--- config.mk ---
export PLATFORM = sky130hd
export DESIGN_NAME = telnet_option_negotiator
export DESIGN_NICKNAME = d
export VERILOG_FILES = /design/src/design/tno_pkg.sv /design/src/design/telnet_option_negotiator.sv
export SDC_FILE = /design/constraint.sdc
export NUM_CORES = 1
export LEC_CHECK = 0
export ABC_CLOCK_PERIOD_IN_PS = 15750
export CAP_MARGIN = 20
export CORE_UTILIZATION = 25
export CTS_CLUSTER_SIZE = 14
export DETAILED_ROUTE_END_ITERATION = 10
export DONT_BUFFER_PORTS = 1
export PLACE_DENSITY_LB_ADDON = 0.08
export SYNTH_ARGS = -nofsm -noshare
export SYNTH_HDL_FRONTEND = slang
export SYNTH_SLANG_ARGS = --single-unit
--- constraint.sdc ---
create_clock -name clk -period 15.75 [get_ports clk]
set_clock_uncertainty 0.2 [all_clocks]
set_input_delay 0.7875 -clock clk [delete_from_list [all_inputs] [get_ports clk]]
set_output_delay 0.7875 -clock clk [all_outputs]
set_load 0.01 [all_outputs]
--- src/design/tno_pkg.sv ---
// Package for the telnet option negotiator: option table sizing, supported-mask
// reset values and telnet verb codes. No dependencies.
`default_nettype none

package tno_pkg;

	localparam int NUM_OPTIONS = 256;
	localparam int OPT_W       = 8;
	localparam int OPT_IDX_W   = (NUM_OPTIONS > 1) ? $clog2(NUM_OPTIONS) : 1;

	localparam int SUP_WORDS   = 4;
	localparam int SUP_WORD_W  = 64;
	localparam int CFG_IDX_W   = 2;

	localparam logic [SUP_WORD_W-1:0] SUP_RESET_0 = 64'd549806145538;
	localparam logic [SUP_WORD_W-1:0] SUP_RESET_1 = 64'd64;
	localparam logic [SUP_WORD_W-1:0] SUP_RESET_2 = 64'd0;
	localparam logic [SUP_WORD_W-1:0] SUP_RESET_3 = 64'd0;

	localparam logic [7:0] VERB_NONE = 8'd0;
	localparam logic [7:0] VERB_WILL = 8'd251;
	localparam logic [7:0] VERB_WONT = 8'd252;
	localparam logic [7:0] VERB_DO   = 8'd253;
	localparam logic [7:0] VERB_DONT = 8'd254;

endpackage

`default_nettype wire

--- src/design/telnet_option_negotiator.sv ---
// Telnet option negotiator top level: flag memory, supported mask, one input
// stage and one result stage. Depends on tno_pkg.
// Accepted transactions pass the input stage, then the result stage (out_valid).
// Throughput: one transaction per cycle; a held result stalls the input stage.
// Reset: the supported mask returns to its default and both stages empty; then a clearing
// pass zeroes all NUM_OPTIONS (256) flag memory entries while in_stall stays high.
`default_nettype none

module telnet_option_negotiator (
	input  wire logic                              clk,
	input  wire logic                              arst_n,
	input  wire logic                              in_valid,
	output logic                                   in_stall,
	input  wire logic                              command,
	input  wire logic                              side,
	input  wire logic                              enable,
	input  wire logic [tno_pkg::OPT_W-1:0]         option,
	output logic                                   out_valid,
	input  wire logic                              out_stall,
	output logic                                   send_valid,
	output logic [7:0]                             send_verb,
	output logic [tno_pkg::OPT_W-1:0]              send_option,
	output logic                                   now_enabled,
	output logic                                   enabled_changed,
	output logic                                   notify,
	input  wire logic                              cfg_we,
	input  wire logic [tno_pkg::CFG_IDX_W-1:0]     cfg_index,
	input  wire logic [tno_pkg::SUP_WORD_W-1:0]    cfg_data
);

	// flag word: {peer_req, peer_en, loc_req, loc_en}
	logic [tno_pkg::SUP_WORD_W-1:0] sup_q [tno_pkg::SUP_WORDS];
	logic [3:0]                     flag_mem [tno_pkg::NUM_OPTIONS];
	logic                           clearing_q;
	logic [tno_pkg::OPT_IDX_W-1:0]  clr_idx_q;

	logic                        valid_s1, command_s1, side_s1, enable_s1;
	logic [tno_pkg::OPT_W-1:0]   option_s1;
	logic [3:0]                  flags_s1;

	logic                        valid_s2, send_valid_s2, now_enabled_s2;
	logic                        enabled_changed_s2, notify_s2;
	logic [7:0]                  send_verb_s2;
	logic [tno_pkg::OPT_W-1:0]   send_option_s2;

	logic                          advance, load_s1, in_range, sup, old_en, old_req;
	logic                          new_en, new_req, send, ntf, wr_flags;
	logic [7:0]                    verb;
	logic [3:0]                    wr_word;
	logic [tno_pkg::OPT_IDX_W-1:0] idx, rd_idx;

	assign advance  = !valid_s2 || !out_stall;
	assign in_stall = clearing_q || (valid_s1 && !advance);
	assign load_s1  = !in_stall;

	assign in_range = ({1'b0, option_s1} < (tno_pkg::OPT_W+1)'(tno_pkg::NUM_OPTIONS));
	assign idx      = option_s1[tno_pkg::OPT_IDX_W-1:0];
	assign rd_idx   = option[tno_pkg::OPT_IDX_W-1:0];
	assign sup      = sup_q[option_s1[7:6]][option_s1[5:0]];
	assign old_en   = side_s1 ? flags_s1[2] : flags_s1[0];
	assign old_req  = side_s1 ? flags_s1[3] : flags_s1[1];
	assign wr_flags = advance && valid_s1 && in_range;
	assign wr_word  = side_s1 ? {new_req, new_en, flags_s1[1:0]}
		: {flags_s1[3:2], new_req, new_en};

	always_comb begin
		new_en  = old_en;
		new_req = old_req;
		send    = 1'b0;
		verb    = tno_pkg::VERB_NONE;
		ntf     = 1'b0;
		if (!command_s1) begin
			ntf     = 1'b1;
			new_req = 1'b0;
			if (enable_s1) begin
				new_en = sup;
				send   = !old_req && !old_en;
				if (side_s1)
					verb = sup ? tno_pkg::VERB_DO : tno_pkg::VERB_DONT;
				else
					verb = sup ? tno_pkg::VERB_WILL : tno_pkg::VERB_WONT;
			end else begin
				new_en = 1'b0;
				send   = !old_req && old_en;
				verb   = side_s1 ? tno_pkg::VERB_DONT : tno_pkg::VERB_WONT;
			end
		end else begin
			if ((old_en != enable_s1) && !old_req) begin
				send    = 1'b1;
				new_req = 1'b1;
			end
			if (side_s1)
				verb = enable_s1 ? tno_pkg::VERB_DO : tno_pkg::VERB_DONT;
			else
				verb = enable_s1 ? tno_pkg::VERB_WILL : tno_pkg::VERB_WONT;
		end
		if (!in_range) begin
			send   = 1'b0;
			ntf    = 1'b0;
			new_en = old_en;
		end
		if (!send)
			verb = tno_pkg::VERB_NONE;
	end

	always_ff @(posedge clk or negedge arst_n) begin
		if (!arst_n) begin
			sup_q[0] <= tno_pkg::SUP_RESET_0;
			sup_q[1] <= tno_pkg::SUP_RESET_1;
			sup_q[2] <= tno_pkg::SUP_RESET_2;
			sup_q[3] <= tno_pkg::SUP_RESET_3;
		end else if (cfg_we) begin
			sup_q[cfg_index] <= cfg_data;
		end
	end

	always_ff @(posedge clk or negedge arst_n) begin
		if (!arst_n) begin
			clearing_q <= 1'b1;
			clr_idx_q  <= '0;
		end else if (clearing_q) begin
			clr_idx_q <= clr_idx_q + (tno_pkg::OPT_IDX_W)'(1);
			if (clr_idx_q == (tno_pkg::OPT_IDX_W)'(tno_pkg::NUM_OPTIONS - 1))
				clearing_q <= 1'b0;
		end
	end

	always_ff @(posedge clk) begin
		if (clearing_q)
			flag_mem[clr_idx_q] <= '0;
		else if (wr_flags)
			flag_mem[idx] <= wr_word;
	end

	always_ff @(posedge clk or negedge arst_n) begin
		if (!arst_n) begin
			valid_s1 <= 1'b0;
			valid_s2 <= 1'b0;
		end else begin
			if (load_s1)
				valid_s1 <= in_valid;
			if (advance)
				valid_s2 <= valid_s1;
		end
	end

	always_ff @(posedge clk) begin
		if (in_valid && load_s1) begin
			command_s1 <= command;
			side_s1    <= side;
			enable_s1  <= enable;
			option_s1  <= option;
			flags_s1   <= (wr_flags && (rd_idx == idx)) ? wr_word : flag_mem[rd_idx];
		end
		if (advance && valid_s1) begin
			send_valid_s2      <= send;
			send_verb_s2       <= verb;
			send_option_s2     <= send ? option_s1 : '0;
			now_enabled_s2     <= in_range ? new_en : 1'b0;
			enabled_changed_s2 <= in_range && (new_en != old_en);
			notify_s2          <= ntf;
		end
	end

	assign out_valid       = valid_s2;
	assign send_valid      = send_valid_s2;
	assign send_verb       = send_verb_s2;
	assign send_option     = send_option_s2;
	assign now_enabled     = now_enabled_s2;
	assign enabled_changed = enabled_changed_s2;
	assign notify          = notify_s2;

	a_no_send_zero: assert property (@(posedge clk) disable iff (!arst_n)
		out_valid && !send_valid |-> send_verb == tno_pkg::VERB_NONE && send_option == '0)
		else $error("reply bytes set without a reply");

	a_verb_code: assert property (@(posedge clk) disable iff (!arst_n)
		out_valid && send_valid |-> send_verb == tno_pkg::VERB_WILL ||
			send_verb == tno_pkg::VERB_WONT || send_verb == tno_pkg::VERB_DO ||
			send_verb == tno_pkg::VERB_DONT)
		else $error("reply with an unknown verb");

	a_local_keeps_flag: assert property (@(posedge clk) disable iff (!arst_n)
		out_valid && !notify |-> !enabled_changed)
		else $error("local request changed the enabled flag");

	a_s1_held: assert property (@(posedge clk) disable iff (!arst_n)
		valid_s1 && valid_s2 && out_stall |=> valid_s1 && $stable(option_s1))
		else $error("input stage lost a waiting transaction");

endmodule

`default_nettype wire

After elaboration in Yosys (flattened, before gate mapping):

Memories as Yosys holds them, arrays and structs flattened. A register that Yosys moved wholly into a read port is not among the register bits.
Index checks and enable logic that the tools add are counted.

* flip-flop bits (word level): 298
* bits in latches: 0
* memory bits (writable): 1024
* bits in read-only memories: 0
* input bits: 82
* output and inout port bits: 22
* word-level logic and storage cells: 83
* memories kept: 1

* add/sub/neg operators: 1
* multipliers: 0
* div/mod/pow operators: 0
* magnitude comparators: 4
* equal/unequal tests: 3
* shifts and indexed selects: 0
* muxes and demuxes: 38
* bitwise operators: 2
* reductions and logical operators: 16

Memories
* flag_mem: depth 256, width 4, read ports 1, clocked after Yosys merged registers in 1, wr ports 1, RTL line telnet_option_negotiator.sv:33 `logic [3:0] flag_mem [tno_pkg::NUM_OPTIONS];`

Operators with widths (count)
* $bwmux 256: 1
* $mux 64: 3
* $bmux 64 s2: 1
* $demux 64 s2: 1
* $mux 1: 19
* $mux 8: 2
* $mux 3: 5
* $add 8x1->8 const B: 1
* $eq 8x8->1 const B: 1
* $mux 4: 2
* $logic_and 1x1->1: 7
* $lt 6x7->1 const B: 1
* $bmux 1 s6: 1
* $ge 3x3->1 const B: 2
* $logic_not 1->1: 6
* $mux 2: 3
* $not 2->3: 2
* $reduce_or 4->1: 1
* $lt 3x1->1 const B: 1
* $logic_or 1x1->1: 2
* $ne 1x1->1: 2

Logic depth before layout (Yosys ltp):

Gate-level depths: netlist of run 1.

* depth in word-level cells: 10
* depth in mapped cells: 16
* gate-level depth less buffers: 11

Worst setup path before layout of run 1:

Ideal clock, no wire load.

* path kind: input to register
* start point: input out_stall
* end point: memory flag_mem[0][3] (data pin)
* library setup time: 2.110 ns
* data arrival time: 11.753 ns
* required time: 13.440 ns
* slack: 1.687 ns
* cell stages on the path: 6
* path buffers: 2
* cell sequence: a21bo_2 > inv_1 > nand2_1 > clkbuf_1 > buf_1 > nor3_1

* word-level cells in the longest chain between the ends: 8

Ends and longest elaborated chain
* from (decl): RTL line telnet_option_negotiator.sv:19 `input wire logic out_stall,`
* $logic_not 1->1: RTL line telnet_option_negotiator.sv:52 `assign advance = !valid_s2 || !out_stall;`
* $logic_or 1x1->1: RTL line telnet_option_negotiator.sv:52
* $logic_and 1x1->1: RTL line telnet_option_negotiator.sv:62 `assign wr_flags = advance && valid_s1 && in_range;`
* $mux 1: RTL line telnet_option_negotiator.sv:131 `else if (wr_flags)`
* $mux 1: RTL line telnet_option_negotiator.sv:129 `if (clearing_q)`
* $mux 1 (implied by the code): RTL line telnet_option_negotiator.sv:132 `flag_mem[idx] <= wr_word;`
* $reduce_or 4->1 (no line)
* $mux 4 (no line)
* to (decl): RTL line telnet_option_negotiator.sv:33

Every way passes these cells.

Final worst setup path of run 1:

* start point: register option_s1 (netlist bit idx[6])
* end point: memory flag_mem[173][0] (data pin)

* word-level cells in the longest chain between the ends: 10

Ends and longest elaborated chain
* from (decl): RTL line telnet_option_negotiator.sv:38 `logic [tno_pkg::OPT_W-1:0] option_s1;`
* from (signal assigned): RTL line telnet_option_negotiator.sv:152 `option_s1 <= option;`
* $not 2->3 (implied by the code): RTL line telnet_option_negotiator.sv:59 `assign sup = sup_q[option_s1[7:6]][option_s1[5:0]];`
* $bmux 64 s2: RTL line telnet_option_negotiator.sv:59
* $mux 64 (implied by the code) (2 in series): RTL line telnet_option_negotiator.sv:59
* $bmux 1 s6: RTL line telnet_option_negotiator.sv:59
* $mux 1 (implied by the code): RTL line telnet_option_negotiator.sv:59
* $mux 1: RTL line telnet_option_negotiator.sv:75 `if (enable_s1) begin`
* $mux 1: RTL line telnet_option_negotiator.sv:72 `if (!command_s1) begin`
* $mux 4: RTL line telnet_option_negotiator.sv:63 `assign wr_word = side_s1 ? {new_req, new_en, flags_s1[1:0]}`
* $mux 4 (no line)

Every way passes these cells. The select of a mux whose other input is x is not followed.

==> impl_metrics.tcl, run 1 <==
set metrics [dict create \
    path_class "reg2reg" \
    maxSlewHeadroom -0.008337 \
    first_pass_iters 7 \
    netlist-cell-type-count 73 \
    hold_violations 0 \
    synthMuxAreaShare 0.2102 \
    path_clk_slew_ps 60 \
    drt_iter0_markers 1908 \
    antenna_found_initial 20 \
    post-route-period-util 0.3519 \
    grt_use_met2 0.2540 \
    ys_seq_elements 1322 \
    die-area_um2 219800 \
    max_freq_mhz 180.4 \
    die_w_um 468.8 \
    nNetsFinal 3052 \
    maxCapViolations 0 \
    routedWlPerCell_um 27.38 \
    synth_flop_cell "edfxtp_1" \
    grt_usage 0.1489 \
    max-vdd-ir-drop_v 0.0001184 \
    use_met3 0.02748 \
    ff2ff_setup_slack_ps 10210 \
    end_kind "flop" \
    tns_ps 0 \
    cts_buffers 152 \
    fillCellCount 21051 \
    initial_utilization 0.2528 \
    drive_gt1_frac 0.2902 \
    setup_ws_ps 10210 \
    crit_required_ps 15960 \
    hold_class "in2reg" \
    post-place-ws_ps 10030 \
    worstPathArrival_ps 5750 \
    area_growth_pct 15.61 \
    die_h_um 468.8 \
    drc_errors 0 \
    gp_congestion 0.7272 \
    r2r_start "idx[6]" \
    num_vias 27544 \
    synthAdderAreaFrac 0.0006890 \
    min_from "out_stall" \
    clk-insertion-delay-late_ps 780 \
    yosys.area_share.simple 0.03976 \
    violations "max-slew violations" \
    cts.sinks 1322 \
    multiInputGateArea_um2 15090 \
    htree_num_levels 4 \
    synthArstFlopShare 0.2020 \
    fin_crit_ps 5542 \
    grt_max_degree 270 \
    r2r-end "flag_mem[173][0]" \
    reg2regPathDepth 11 \
    tightestPinTransition_ps 1513 \
    min_to "valid_s1" \
    report.final.setup_viol 0 \
    finalMaxSlewViolations 12 \
    drt_wl_total_um 162300 \
    ctsLongestPathBuffers 3 \
    placementRows 170 \
    min_delay_path_depth 3 \
    io_buffers 0 \
    synth_seq_area_share 0.7043 \
    synth_nets 2952 \
    syn-cell-area_um2 54480 \
    synth.avg_cell_area_um2 19.00 \
    status "complete, but fails checks" \
    grt.met1_usage 0.1930 \
    final_antenna_net_count 0 \
    synth-edff-count 1055 \
    cts_root_buffer "clkbuf_16" \
    grt_pass1_wl_um 232000 \
    io_pins 104 \
    startpoint_type "flop" \
    path_max_fanout 104 \
    regArea_um2 38370 \
    synth_top_family_by_area "multiplexers" \
    via_per_inst 4.647 \
    cts_tree "yes" \
    synthCells 2867 \
    core_area_um2 215500 \
    rsz0062_at_grt "false" \
    synth_compound_gate_area_share 0.02198 \
    hpwlAfterDp_um 96420 \
    grt-ovfl-total 0 \
    ys.warnings.count 0 \
    grt_pass1_vias 29965 \
    powerDensity_nw_per_um2 127.2 \
    p_leak_nw 20.52 \
    busiest_layer "met2" \
    synth-xor-area-share 0.003055 \
]
## cells in the final DEF, fill, tap and decap left out, types with 5 or more instances in the layout
cell,instances
edfxtp_1,1055
mux4_2,333
nor2_1,280
mux2_2,261
dfrtp_1,261
clkbuf_16,158
dlygate4sd3_1,75
nand2_1,63
mux2i_1,62
buf_4,50
clkbuf_1,40
a22oi_1,38
clkinv_1,35
a21oi_1,28
nor3_1,21
nand3_1,20
clkinv_2,19
nand2b_1,18
o21ai_0,16
or2_2,15
mux4_1,14
nor2b_1,13
inv_1,11
a211oi_1,10
xor2_1,10
and2_1,9
xnor2_1,9
a31oi_1,8
nand4_1,8
nand3b_1,8
and3_1,7
a21o_1,6
dfstp_2,6
clkbuf_8,6
diode_2,5
a2111oi_0,5
or3_1,5
o221ai_1,5
a22o_1,5
nor3b_1,5
## cells by family (layout without fill, tap and decap cells)
logic type | after synthesis | in the layout
XOR/XNOR | 19 | 19
adder cells (fa/ha/maj) | 3 | 3
other | 0 | 5
AO/OA/AOI/OAI | 161 | 161
multiplexers | 672 | 672
AND/OR/NAND/NOR | 490 | 490
buffers and inverters | 200 | 417
flip-flops | 1322 | 1322
## what timing repair did
item | in CTS | in global routing
hold buffers | 75 | 1
endpoints found under the setup margin | 0 | 0
endpoints found under the hold margin | 533 | 128
resized for setup | 0 | 0
setup buffers | 0 | 0
## worst max path at each step
stage | start | end | slack (ps) | cells past startpoint
2_1_floorplan | out_stall | flag_mem[0][3] | 1690 | 6
3_3_place_gp | idx[6] | flag_mem[158][0] | 10170 | 11
3_5_place_dp | idx[6] | flag_mem[158][0] | 10030 | 11
4_1_cts | idx[6] | flag_mem[166][0] | 10040 | 11
5_1_grt | idx[6] | flag_mem[172][0] | 9710 | 11
6_report | idx[6] | flag_mem[173][0] | 10210 | 11
## final cells by class
type | instances | area share
flip-flops and latches | 1322 | 0.6092
well taps | 2838 | 0.05638
inverters | 15 | 0.0009337
repair buffers | 131 | 0.02014
clock inverters | 67 | 0.007132
multi-input cells | 1345 | 0.2395
clock buffers | 204 | 0.06647
diodes | 5 | 0.0001987
## synthesized netlist by cell type, drive strengths merged, types with 7 or more instances
cell type / instances / area [um2]
a211oi: 10 / 75.07
a21oi: 28 / 140.1
a22oi: 38 / 285.3
a31oi: 8 / 50.05
and2: 10 / 62.56
and3: 7 / 43.79
buf: 87 / 658.1
clkbuf: 98 / 371.6
dfrtp: 261 / 6531
edfxtp: 1055 / 31680
inv: 13 / 48.80
mux2: 263 / 2965
mux2i: 62 / 620.6
mux4: 347 / 7868
nand2: 64 / 240.2
nand2b: 21 / 131.4
nand3: 21 / 105.1
nand3b: 8 / 60.06
nand4: 8 / 50.05
nor2: 284 / 1066
nor2b: 14 / 87.58
nor3: 23 / 115.1
o21ai: 18 / 90.09
or2: 15 / 93.84
xnor2: 9 / 78.83
xor2: 10 / 87.58
## worst max-delay path, cell delays in order (launching register included)
cell,delay (ps)
edfxtp_1,340
buf_4,640
mux4_1,410
mux2i_1,100
o211ai_1,210
o21ai_0,210
or4_4,490
o32ai_4,450
mux2i_1,240
nor2_4,170
buf_4,620
buf_4,870
## power by group
group          switching (W)  internal (W)  total (W)
Clock                0.00143       0.00191    0.00334
Sequential         0.0000774       0.00396    0.00404
Combinational       0.000338      0.000298   0.000636
Total                0.00184       0.00617    0.00801
## stage by stage
stage | cells | instance area (um2) | hold slack (ps) | power, W | utilization
after floorplan | 2867 | 54480 | 262.5 | 0.004552 | -
after CTS | 5919 | 62900 | 45.82 | 0.008135 | 0.2919
after global routing | 5926 | 62980 | 81.74 | 0.008310 | 0.2923
final | 5927 | 62980 | 176.6 | 0.008010 | 0.2923
after detailed placement | 5573 | 57500 | 286.4 | 0.004719 | 0.2669
after global placement | 5572 | 57490 | 272.0 | 0.004697 | 0.2668
## flip-flops by register name, summed over array words and instances, names as in the netlist
signal and cells:
idx 8, send_option 8, out_valid 1, flags_s1 4, enabled_changed 1, side_s1 1, command_s1 1, clearing_q 1
clr_idx_q 8, sup_q 256, enable_s1 1, valid_s1 1, send_valid 1, send_verb 4, flag_mem 1024, notify 1
now_enabled 1
## layer usage
layer / vias up / wire length, um
li1: 11686 / -
met1: 15017 / 69890
met2: 607 / 81770
met3: 214 / 7081
met4: 20 / 3381
met5: - / 130
Power figures use the tool's default switching activity.
==> inputs of run 2 (changes only) <==
--- a/config.mk
+++ b/config.mk
@@ -5,7 +5,7 @@
 export SDC_FILE = /design/constraint.sdc
 export NUM_CORES = 1
 export LEC_CHECK = 0
-export ABC_CLOCK_PERIOD_IN_PS = 15750
+export ABC_CLOCK_PERIOD_IN_PS = 5480
 export CAP_MARGIN = 20
 export CORE_UTILIZATION = 25
 export CTS_CLUSTER_SIZE = 14
==> constraint.sdc (replaced) <==
create_clock -name clk -period 5.48 [get_ports clk]
set_clock_uncertainty 0.2 [all_clocks]
set_input_delay 0.274 -clock clk [delete_from_list [all_inputs] [get_ports clk]]
set_output_delay 0.274 -clock clk [all_outputs]
set_load 0.01 [all_outputs]
==> impl_metrics.tcl, run 2 (synthesis gave the netlist of run 1 again) <==
set metrics [dict create \
    status "complete, but fails checks" \
    violations "negative hold slack" \
    via_per_inst 4.634 \
    report.final.setup_viol 0 \
    maxCapViolations 0 \
    tightestPinTransition_ps 1199 \
    tns_ps 0 \
    cp.buffers_inverters 2 \
    path_depth 10 \
    drt_wl_total_um 166400 \
    initial_utilization 0.2528 \
    startpoint_type "flop" \
    fillCellCount 21076 \
    reg_top3 "flag_mem: 1024 flops, sup_q: 256 flops" \
    routedWlPerCell_um 27.58 \
    ff2ff_setup_slack_ps 1170 \
    slowest_stage "or4_4" \
    worstPathArrival_ps 4630 \
    cts_tree "yes" \
    maxSlewHeadroom 0.2003 \
    rsz0062_at_grt "false" \
    cts_buffers 158 \
    layout_common_cells "edfxtp_1 (1055), mux4_2 (333), nor2_1 (282)" \
    io_buffers 0 \
    end_kind "flop" \
    finalMaxSlewViolations 0 \
    grt_pass1_wl_um 236200 \
    hold_violations 267 \
    post-route-period-util 0.7865 \
    cts_resized 0 \
    largest_reg_flops 1024 \
    htree_num_levels 4 \
    path_clk_slew_ps 60 \
    first_pass_iters 5 \
    grt_max_degree 270 \
    path_cells "buf_12 -> mux2_4 -> o221ai_2 -> o21ai_0 -> nor2_1 -> or4_4 -> o32ai_4 -> mux2i_1 -> nor2_4 -> buf_4" \
    regArea_um2 38370 \
    nNetsFinal 3145 \
    hold_buffers 144 \
    die_w_um 468.8 \
    num_vias 27956 \
    cts_root_buffer "clkbuf_16" \
    regMostFlops "flag_mem" \
    r2r-end "flag_mem[239][2]" \
    endpoint "flag_mem[239][2]" \
    multiInputGateArea_um2 15110 \
    hold_class "in2async" \
    crit_path_max_incr_delay_ps 590 \
    gp_congestion 0.7529 \
    path_class "reg2reg" \
    final_util 0.2990 \
    layout_commonest_cell "edfxtp_1" \
    drt_iter0_markers 1868 \
    p_leak_nw 21.17 \
    whs_ps -1019 \
    core_area_um2 215500 \
    area_growth_pct 18.26 \
    crit_required_ps 5800 \
    die-area_um2 219800 \
    reg2regPathDepth 10 \
    io_pins 104 \
    powerDensity_nw_per_um2 371.3 \
    drive_gt1_frac 0.2954 \
    cts_setup_buffers 0 \
    antenna_found_initial 23 \
    final_antenna_net_count 0 \
    cp-startpoint "idx[6]" \
    max-vdd-ir-drop_v 0.0003196 \
    grt-ovfl-total 0 \
    grt_pass1_vias 30276 \
    path_max_fanout 69 \
    r2r_start "idx[6]" \
    max_freq_mhz 232.0 \
    fin_crit_ps 4310 \
    placementRows 170 \
    ctsLongestPathBuffers 3 \
    drc_errors 0 \
    die_h_um 468.8 \
    grt_usage 0.1525 \
    hpwlAfterDp_um 103300 \
    cts.sinks 1322 \
    clk-insertion-delay-late_ps 810 \
    cp_top_family "simple AND/OR/NAND/NOR gates" \
]
run 2: report_power, final:
group	internal [W]	switching, W
Sequential	0.0114	0.000227
Clock	0.00610	0.00429
Combinational	0.000946	0.000983
Total	0.0184	0.00550
run 2: area by class of cell:
cell class                 count  area share
antenna                        6   0.0002331
clock buffer                 200     0.06640
clock inverter                89     0.01323
inverter                      15   0.0009711
multi-input combinational   1345      0.2345
sequential                  1322      0.5956
tap                         2838     0.05512
timing repair buffer         218     0.03397
run 2: per-stage QoR:
stage,setup slack [ps],instances,area [um2],total power (W)
after global routing,877.1,6031,64420,0.02479
after detailed placement,1081,5593,57800,0.01362
final,1170,6033,64420,0.02392
after global placement,1044,5590,57770,0.01357
after floorplan,-211.6,2867,54550,0.01303
after CTS,1046,6026,64380,0.02428
run 2: worst min-delay path by stage:
stage               startpoint      endpoint  slack (ps)  cells after the start
finish                  arst_n     sup_q[21]       -1020                      0
global route            arst_n     sup_q[21]       -1090                      0
CTS                     arst_n     sup_q[63]       -1100                      0
detailed placement      arst_n     sup_q[63]        -220                      0
global placement        arst_n    sup_q[191]        -210                      0
floorplan               arst_n  clr_idx_q[0]        -220                      0
run 2: routing by layer:
metal / global-route usage / wire length, um / vias up
li1: - / - / 11900
met5: 0 / 84 / -
met4: 0.03726 / 3362 / 12
met3: 0.03024 / 7099 / 212
met2: 0.2565 / 82340 / 578
met1: 0.2008 / 73490 / 15254
